## src/hw/rtl/pmon_pkg.sv

```systemverilog
package pmon_pkg;

  // Sequencer phases; codes 6 and 7 are unused and fall back to init
  typedef enum logic [2:0] {
    PH_INIT      = 3'd0,
    PH_SETCFG    = 3'd1,
    PH_READCFG   = 3'd2,
    PH_READBUS   = 3'd3,
    PH_READSHUNT = 3'd4,
    PH_IDLE      = 3'd5
  } phase_t;

  typedef enum logic [1:0] {
    KIND_WRITE_CFG  = 2'd0,
    KIND_READ_CFG   = 2'd1,
    KIND_READ_BUS   = 2'd2,
    KIND_READ_SHUNT = 2'd3
  } cmd_kind_t;

  // Configuration register indexes
  typedef enum logic {
    CFG_DEVICE_ADDR = 1'b0,
    CFG_CONFIG_BYTE = 1'b1
  } cfg_reg_t;

  // Monitor register pointers
  localparam logic [7:0] REG_CONFIG = 8'h06;
  localparam logic [7:0] REG_BUS    = 8'h02;
  localparam logic [7:0] REG_SHUNT  = 8'h00;

  // Read lengths in bytes
  localparam logic [1:0] LEN_NONE = 2'd0;
  localparam logic [1:0] LEN_BYTE = 2'd1;
  localparam logic [1:0] LEN_WORD = 2'd2;

  typedef struct packed {
    logic        bus_idle;
    logic        bus_error;
    logic        bus_accepts;
    logic [15:0] read_data;
    logic        set_config_request;
  } item_t;

  typedef struct packed {
    logic               cmd_issue;
    logic [1:0]         cmd_kind;
    logic [7:0]         cmd_reg;
    logic [7:0]         cmd_write_byte;
    logic [1:0]         cmd_read_len;
    logic               data_valid;
    logic [15:0]        bus_voltage_raw;
    logic signed [15:0] shunt_current_raw;
  } result_t;

endpackage

```

## src/hw/rtl/i2c_power_monitor_poll_sequencer.sv

```systemverilog
// Poll sequencer for an I2C current/voltage monitor. Each input transfer is
// one poll tick carrying the master's status (bus_idle, bus_error,
// bus_accepts), the last read data and a set-config request bit; each tick
// yields exactly one output transfer with the command to issue (if any),
// data_valid and the latched raw bus and shunt words. Ticks with the master
// busy change nothing but the request latch. A bus error on an idle tick sends
// the sequencer back to init in that same tick (one on a busy tick is
// ignored); a refused issue sends it back to init on the next idle tick.
// Rate: one tick per clock cycle while the output is not stalled. Each tick
// passes through the input register, then the state step into the result
// register. A stalled output holds the result register, and one more tick
// can wait in the input register. Config writes (index 0 device address,
// index 1 config byte) are always accepted; the device address is consumed
// by the bus master itself and has no effect on any output here.
module i2c_power_monitor_poll_sequencer import pmon_pkg::*; (
  input  logic               clk,
  input  logic               rst,
  // tick input
  input  logic               in_valid,
  output logic               in_stall,
  input  logic               bus_idle,
  input  logic               bus_error,
  input  logic               bus_accepts,
  input  logic [15:0]        read_data,
  input  logic               set_config_request,
  // result output
  output logic               out_valid,
  input  logic               out_stall,
  output logic               cmd_issue,
  output logic [1:0]         cmd_kind,
  output logic [7:0]         cmd_reg,
  output logic [7:0]         cmd_write_byte,
  output logic [1:0]         cmd_read_len,
  output logic               data_valid,
  output logic [15:0]        bus_voltage_raw,
  output logic signed [15:0] shunt_current_raw,
  // configuration writes
  input  logic               cfg_valid,
  output logic               cfg_ready,
  input  logic               cfg_index,
  input  logic [7:0]         cfg_data
);

  item_t   item;
  logic    item_valid;
  logic    advance;
  logic    in_take;
  result_t result_comb;
  result_t result;
  logic [7:0] config_byte;

  // control register: only the config byte is held here
  assign cfg_ready = 1'b1;

  always_ff @(posedge clk) begin
    if (rst) begin
      config_byte <= '0;
    end else if (cfg_valid && cfg_ready) begin
      unique case (cfg_reg_t'(cfg_index))
        CFG_CONFIG_BYTE: config_byte <= cfg_data;
        CFG_DEVICE_ADDR: config_byte <= config_byte;
        default:         config_byte <= config_byte;
      endcase
    end
  end

  // step when a tick is held and the result register is free or draining
  assign advance  = item_valid && (!out_valid || !out_stall);
  assign in_stall = item_valid && !advance;
  assign in_take  = in_valid && !in_stall;

  always_ff @(posedge clk) begin
    if (rst) begin
      item_valid <= 1'b0;
    end else begin
      item_valid <= in_take || (item_valid && !advance);
    end
  end

  always_ff @(posedge clk) begin
    if (in_take) begin
      item.bus_idle           <= bus_idle;
      item.bus_error          <= bus_error;
      item.bus_accepts        <= bus_accepts;
      item.read_data          <= read_data;
      item.set_config_request <= set_config_request;
    end
  end

  pmon_seq u_seq (
    .clk         (clk),
    .rst         (rst),
    .step        (advance),
    .item        (item),
    .config_byte (config_byte),
    .result      (result_comb)
  );

  // result register
  always_ff @(posedge clk) begin
    if (rst) begin
      out_valid <= 1'b0;
    end else if (advance) begin
      out_valid <= 1'b1;
    end else if (!out_stall) begin
      out_valid <= 1'b0;
    end
  end

  always_ff @(posedge clk) begin
    if (advance) result <= result_comb;
  end

  assign cmd_issue         = result.cmd_issue;
  assign cmd_kind          = result.cmd_kind;
  assign cmd_reg           = result.cmd_reg;
  assign cmd_write_byte    = result.cmd_write_byte;
  assign cmd_read_len      = result.cmd_read_len;
  assign data_valid        = result.data_valid;
  assign bus_voltage_raw   = result.bus_voltage_raw;
  assign shunt_current_raw = result.shunt_current_raw;

endmodule

```

## src/hw/rtl/pmon_seq.sv

```systemverilog
module pmon_seq import pmon_pkg::*; (
  input  logic       clk,
  input  logic       rst,
  input  logic       step,
  input  item_t      item,
  input  logic [7:0] config_byte,
  output result_t    result
);

  phase_t      phase, phase_next;
  logic        entering, entering_next;
  logic        config_pending, config_pending_next;
  logic        fault, fault_next;
  logic [15:0] bus_word, bus_word_next;
  logic [15:0] shunt_word, shunt_word_next;

  logic pending_now;
  logic abort;

  // request bit is latched on every tick, busy ones included
  assign pending_now = config_pending | item.set_config_request;
  assign abort       = fault | item.bus_error;

  // next state
  always_comb begin
    phase_next          = phase;
    entering_next       = entering;
    fault_next          = fault;
    config_pending_next = pending_now;
    bus_word_next       = bus_word;
    shunt_word_next     = shunt_word;
    if (item.bus_idle) begin
      if (abort) begin
        phase_next    = PH_INIT;
        entering_next = 1'b1;
        fault_next    = 1'b0;
      end else begin
        unique case (phase)
          PH_INIT: begin
            if (pending_now) begin
              config_pending_next = 1'b0;
              phase_next          = PH_SETCFG;
            end else begin
              phase_next = PH_READBUS;
            end
          end
          PH_SETCFG: begin
            if (entering) fault_next = !item.bus_accepts;
            else          phase_next = PH_READCFG;
          end
          PH_READCFG: begin
            if (entering)                                fault_next = !item.bus_accepts;
            else if (item.read_data[15:8] != config_byte) phase_next = PH_SETCFG;
            else                                         phase_next = PH_INIT;
          end
          PH_READBUS: begin
            if (entering) begin
              fault_next = !item.bus_accepts;
            end else begin
              bus_word_next = item.read_data;
              phase_next    = PH_READSHUNT;
            end
          end
          PH_READSHUNT: begin
            if (entering) begin
              fault_next = !item.bus_accepts;
            end else begin
              shunt_word_next = item.read_data;
              phase_next      = PH_IDLE;
            end
          end
          PH_IDLE: phase_next = PH_INIT;
          default: phase_next = PH_INIT;
        endcase
        entering_next = (phase_next != phase);
      end
    end
  end

  // outputs
  always_comb begin
    result                   = '0;
    result.bus_voltage_raw   = bus_word_next;
    result.shunt_current_raw = shunt_word_next;
    if (item.bus_idle && !abort) begin
      result.data_valid = (phase_next == PH_IDLE) && !fault_next;
      if (entering) begin
        unique case (phase)
          PH_SETCFG: begin
            result.cmd_issue      = 1'b1;
            result.cmd_kind       = KIND_WRITE_CFG;
            result.cmd_reg        = REG_CONFIG;
            result.cmd_write_byte = config_byte;
            result.cmd_read_len   = LEN_NONE;
          end
          PH_READCFG: begin
            result.cmd_issue    = 1'b1;
            result.cmd_kind     = KIND_READ_CFG;
            result.cmd_reg      = REG_CONFIG;
            result.cmd_read_len = LEN_BYTE;
          end
          PH_READBUS: begin
            result.cmd_issue    = 1'b1;
            result.cmd_kind     = KIND_READ_BUS;
            result.cmd_reg      = REG_BUS;
            result.cmd_read_len = LEN_WORD;
          end
          PH_READSHUNT: begin
            result.cmd_issue    = 1'b1;
            result.cmd_kind     = KIND_READ_SHUNT;
            result.cmd_reg      = REG_SHUNT;
            result.cmd_read_len = LEN_WORD;
          end
          default: result.cmd_issue = 1'b0;
        endcase
      end
    end
  end

  always_ff @(posedge clk) begin
    if (rst) begin
      phase          <= PH_INIT;
      entering       <= 1'b1;
      config_pending <= 1'b0;
      fault          <= 1'b0;
      bus_word       <= '0;
      shunt_word     <= '0;
    end else if (step) begin
      phase          <= phase_next;
      entering       <= entering_next;
      config_pending <= config_pending_next;
      fault          <= fault_next;
      bus_word       <= bus_word_next;
      shunt_word     <= shunt_word_next;
    end
  end

endmodule

```

## config.mk

```make
export PLATFORM = sky130hd
export DESIGN_NAME = i2c_power_monitor_poll_sequencer
export DESIGN_NICKNAME = d
export VERILOG_FILES = /design/src/hw/rtl/pmon_pkg.sv /design/src/hw/rtl/i2c_power_monitor_poll_sequencer.sv /design/src/hw/rtl/pmon_seq.sv
export SDC_FILE = /design/constraint.sdc
export NUM_CORES = 1
export LEC_CHECK = 0
export BUFFER_PORTS_ARGS = -buffer_cell sky130_fd_sc_hd__buf_2
export CAP_MARGIN = 20
export CORE_MARGIN = 2
export CORE_UTILIZATION = 55
export CTS_BUF_LIST = sky130_fd_sc_hd__clkbuf_8 sky130_fd_sc_hd__clkbuf_16
export DETAILED_ROUTE_END_ITERATION = 8
export PLACE_DENSITY = 0.9
export RECOVER_POWER = 25
export SLEW_MARGIN = 15
export SYNTH_ARGS = -nofsm -noshare
export SYNTH_HDL_FRONTEND = slang
export SYNTH_SLANG_ARGS = --single-unit
```

## constraint.sdc

```tcl
create_clock -name clk -period 5.38 [get_ports clk]
set_input_delay 1.076 -clock clk [delete_from_list [all_inputs] [get_ports clk]]
set_output_delay 1.076 -clock clk [all_outputs]
set_load 0.01 [all_outputs]
```

* Yosys cells after proc, flatten, opt, wreduce, memory -nomap -nowiden *
Index checks and enable logic that the tools add are counted.

operators by class
  multiplexer cells = 33
  reductions and logical operators = 21
  equal/unequal tests = 8
  bitwise operators = 2

operator list
  cell                  count
  $mux W16              8
  $pmux W10 S4          1
  $mux W3               8
  $pmux W3 S5           1
  $mux W1               12
  $mux W8               1
  $ne A8 B8 Y1          1
  $logic_not A1 Y1      7
  $eq A3 B2 Y1 const B  2
  $eq A3 B3 Y1 const B  2
  $reduce_and A2 Y1     3
  $logic_and A1 B1 Y1   5
  $pmux W2 S2           1
  $reduce_or A4 Y1      1
  $eq A3 B1 Y1 const B  1
  $logic_not A3 Y1      1
  $ne A3 B3 Y1          1
  $reduce_and A3 Y1     1
  $logic_or A1 B1 Y1    2
  $mux W2               1
  $ne A2 B1 Y1 const B  1
  $or A1 B1 Y1          2
  $reduce_or A2 Y1      1

word-level totals
  output and inout bits = 57
  register bits after elaboration = 122
  word-level logic and storage cells = 86
  input bits = 34

* Logic depth before layout (Yosys ltp) *
  word-level depth = 10
  gate-level depth with buffers = 7
  gate-level depth less buffers = 4

* Hierarchy *
From an unflattened synthesis, not the netlist that was laid out.

unflattened totals
  cells, all modules = 367
  area, all modules = 4916.0 µm²

modules (own cells, without submodules)
  module                            cells each  area each (µm²)  seq. area each (µm²)  times used
  i2c_power_monitor_poll_sequencer  123         2685.1           2422.3                1
  pmon_seq                          244         2230.9           760.7                 1

* Worst setup path after synthesis *
OpenSTA, ideal clock, no wires.

  path kind = in2reg
  from = in out_stall
  to = reg u_seq.shunt_word[10]
  data arrival time = 3366 ps
  path slack = 1887 ps
  stages on the path = 5
  path buffers = 1
  required time = 5252 ps
  setup time = 128 ps
  path through = a21boi_2 > nand3_4 > buf_6 > mux2i_1 > nor2_1

between the ends
  cells in the longest elaborated chain, start to end = 3

RTL lines
  item                  line                                    text
  from (decl)           i2c_power_monitor_poll_sequencer.sv:28  input logic out_stall,
  $logic_not A1 Y1      --
  $logic_or A1 B1 Y1    i2c_power_monitor_poll_sequencer.sv:68  assign advance = item_valid && (!out_valid || !out_stall);
  $logic_and A1 B1 Y1   i2c_power_monitor_poll_sequencer.sv:68
  to (signal assigned)  pmon_seq.sv:134                         shunt_word <= shunt_word_next;
  to (decl)             pmon_seq.sv:15                          logic [15:0] shunt_word, shunt_word_next;

Every way passes these cells.
A chain may end at the register's enable or synchronous reset.

* Worst setup path after layout *
  from = in out_stall
  to = reg u_seq.bus_word[15]

between the ends
  cells in the longest elaborated chain, start to end = 3

RTL lines
  item                  line                                    text
  $logic_not A1 Y1      --
  $logic_or A1 B1 Y1    i2c_power_monitor_poll_sequencer.sv:68
  $logic_and A1 B1 Y1   i2c_power_monitor_poll_sequencer.sv:68
  net advance           i2c_power_monitor_poll_sequencer.sv:46  logic advance;
  to (signal assigned)  pmon_seq.sv:133                         bus_word <= bus_word_next;
  to (decl)             pmon_seq.sv:14                          logic [15:0] bus_word, bus_word_next;

The timed path passes the listed nets, and every way through them passes these cells.

==> run metrics <==
critical path's slowest cell=nand3_1; Syn-to-layout area delta=21.3%; DR DRC count=0; Hold Path Depth=2; IO Port Bufs=83; Top delay family on crit path=simple AND/OR/NAND/NOR gates; n_diodes=0; maximum vdd drop=0.241 mV; post-synth top area share=43.4%; Resized Gates After CTS=0; Worst Tran Pin Value=2270 ps; first-pass GRT wire length=14.8 mm; Max Clk Rate=315 MHz; CP max FO=55; Vias=2995; final setup vio count=0; Worst Hold Launch=config_byte[6]; final WL=9.77 mm; Clock Sinks=115; reg-to-reg critical path endpoint=u_seq.bus_word[15]; Slew Limit Fails=51; CORE AREA=8180 um^2; placed cell areas=5060 um^2; Worst Clk Skew=11.7 ps; cts hold-fix bufs=0; area leader, netlist=edfxtp_1; Pwr Total=2.15 mW; post-route design area=5620 um^2; HP Class=register to register; Tcrit/Tclk final=59.1%; worst reg2reg setup slack=2530 ps; Worst-path clk slew=50 ps; Final Net Count=463; failing checks=capacitance limit, slew limit; Initial Util=56.7%; Yosys cell types=44; dpl hpwl=5.56 mm; Routability Congestion=0.887; largest net degree at the start of global routing=56; share of layout cells above drive strength 1=34.5%; clk_lat worst skew=520 ps; Netlist Area Pre-Place=4640 um^2; CTS tree=built; Crit Path Class=input port to register; max reg flops=20; synthesized flop and latch total=115; DIE WIDTH=95.8 um; DIE AREA=9180 um^2; outcome=finished, violations left; Setup Fix Bufs, Post-CTS=0; area of the multi-input gates=1500 um^2; worst endpoint data arrival time=3480 ps; Final Critical Period=3180 ps; worst r2r path cells=5; FILL cells=534; Synth top cells by count=edfxtp_1, dfxtp_1, nor2_1; post-layout util=68.8%; placed cells=514; sink of the worst hold path=config_byte[6]; Vert. Die Dim=95.8 um; CP Cell Sequence=clkbuf_1 -> a21boi_4 -> buf_4 -> nand3_1 -> mux2i_1 -> nor2_1; most common cell in the synthesized netlist=edfxtp_1; critical path startpoint category=input port; sequential cell area=2970 um^2; Post-Syn Area per Cell=13.5 um^2; initial antenna violation count=0; synth warn=0; worst stage delay on the critical path=930 ps; Root Buffer=clkbuf_8; Non-Filler Instances=546; top_reg_cell synth=edfxtp_1; Max Cap Violations=1; grt ovf=0; Hold Slack=488 ps; r2r startpoint=item_valid; vias per cell=5.49; Syn Inst Count=344; Core Rows=33; first-pass detailed-route iteration total=5; H-tree depth=4; sequential element share of the synthesized area=64.1%; asr flop ratio synth=0%; Ports=91; Biggest register=item; Fin. Hold Viols=0; GRT Total Usage=22.5%; post-route ant nets=0; RSZ-0062 raised after global routing=false; Crit path required time=5680 ps; Cell Pwr Density=382 nW/um^2; buffer and inverter count on the worst path=2; vias in the first global route=2963; Leak=2.47 nW; Max Buffers Root-to-Sink=2; CP endpoint kind=register; Rel. slew slack=-51.2%; Wirelength per Cell=17.9 um; number of flops mapped to enable cells by yosys=67; CTS Buf Count=17; main area contributors after synthesis=edfxtp_1, dfxtp_1, mux2i_1, mux2_2, nor2_1; initial drt markers=231; worst setup slack after layout=2200 ps; final setup TNS=0 ps; setup slack at placement=1860 ps
-- cell usage in the layout, fill, tap and decap left out, types with 2 or more instances in the layout --
cell type   count
clkbuf_8        3
clkinv_1        2
and2_1          8
a21oi_1        16
nor2_1         42
xnor2_1         9
o21ai_0         3
clkbuf_1        3
nand2_1        16
mux2i_1        32
buf_2          80
mux2_4          4
a211oi_1        2
clkbuf_16      16
bufinv_16       3
nand2b_1        2
inv_1           2
o22ai_1         2
clkinv_2        5
dfxtp_1        48
nor3_1          2
nand3_1         9
nand3b_1        3
clkinvlp_4      2
conb_1          7
and3_1          2
mux2_2         28
edfxtp_1       67
-- power by group --
group / switching, mW / internal (mW)
clock network: 0.371 / 0.718
registers: 0.0206 / 0.959
logic: 0.0506 / 0.0316
-- kinds of logic after synthesis --
family | after synthesis | share of synthesized area (%)
buffers and inverters | 26 | 3.70
other | 2 | 0.162
muxes | 64 | 15.0
xor gates and xnor gates | 9 | 1.70
AOI/OAI and AO/OA | 30 | 4.13
and+or+nand+nor | 98 | 11.2
DFF | 115 | 64.1
-- routing by layer --
metal | global-route usage (%) | routed length [um]
met5 | 0 | 0
met1 | 25.7 | 3850
met2 | 37.8 | 4960
met3 | 6.19 | 623
met4 | 13.2 | 329
-- final cells by class --
type                    instances  share of cell area [%]
clock inverters                12                    2.45
well taps                     105                    2.34
multi-input cells             208                    26.7
repair buffers                 85                    7.65
clock buffers                  19                    7.85
inverters                       2                   0.133
flip-flops and latches        115                    52.9
-- worst reg2reg max path: cells and delay by family (launching register included) --
| kind | cells | cell delay (ps) |
|---|---|---|
| flip-flops | 1 | 340 |
| AO/OA/AOI/OAI | 1 | 170 |
| AND/OR/NAND/NOR | 2 | 1060 |
| multiplexers | 1 | 500 |
| buffers and inverters | 1 | 560 |
-- how the worst max path moves through the flow --
stage,startpoint,to,cells past startpoint
floorplan,out_stall,u_seq.shunt_word[10],5
finish,out_stall,u_seq.bus_word[15],6
CTS,out_stall,u_seq.bus_word[14],6
global route,out_stall,u_seq.bus_word[15],6
global placement,out_stall,u_seq.bus_word[4],6
detailed placement,out_stall,u_seq.bus_word[4],6
(Power assumes the default switching activity.)
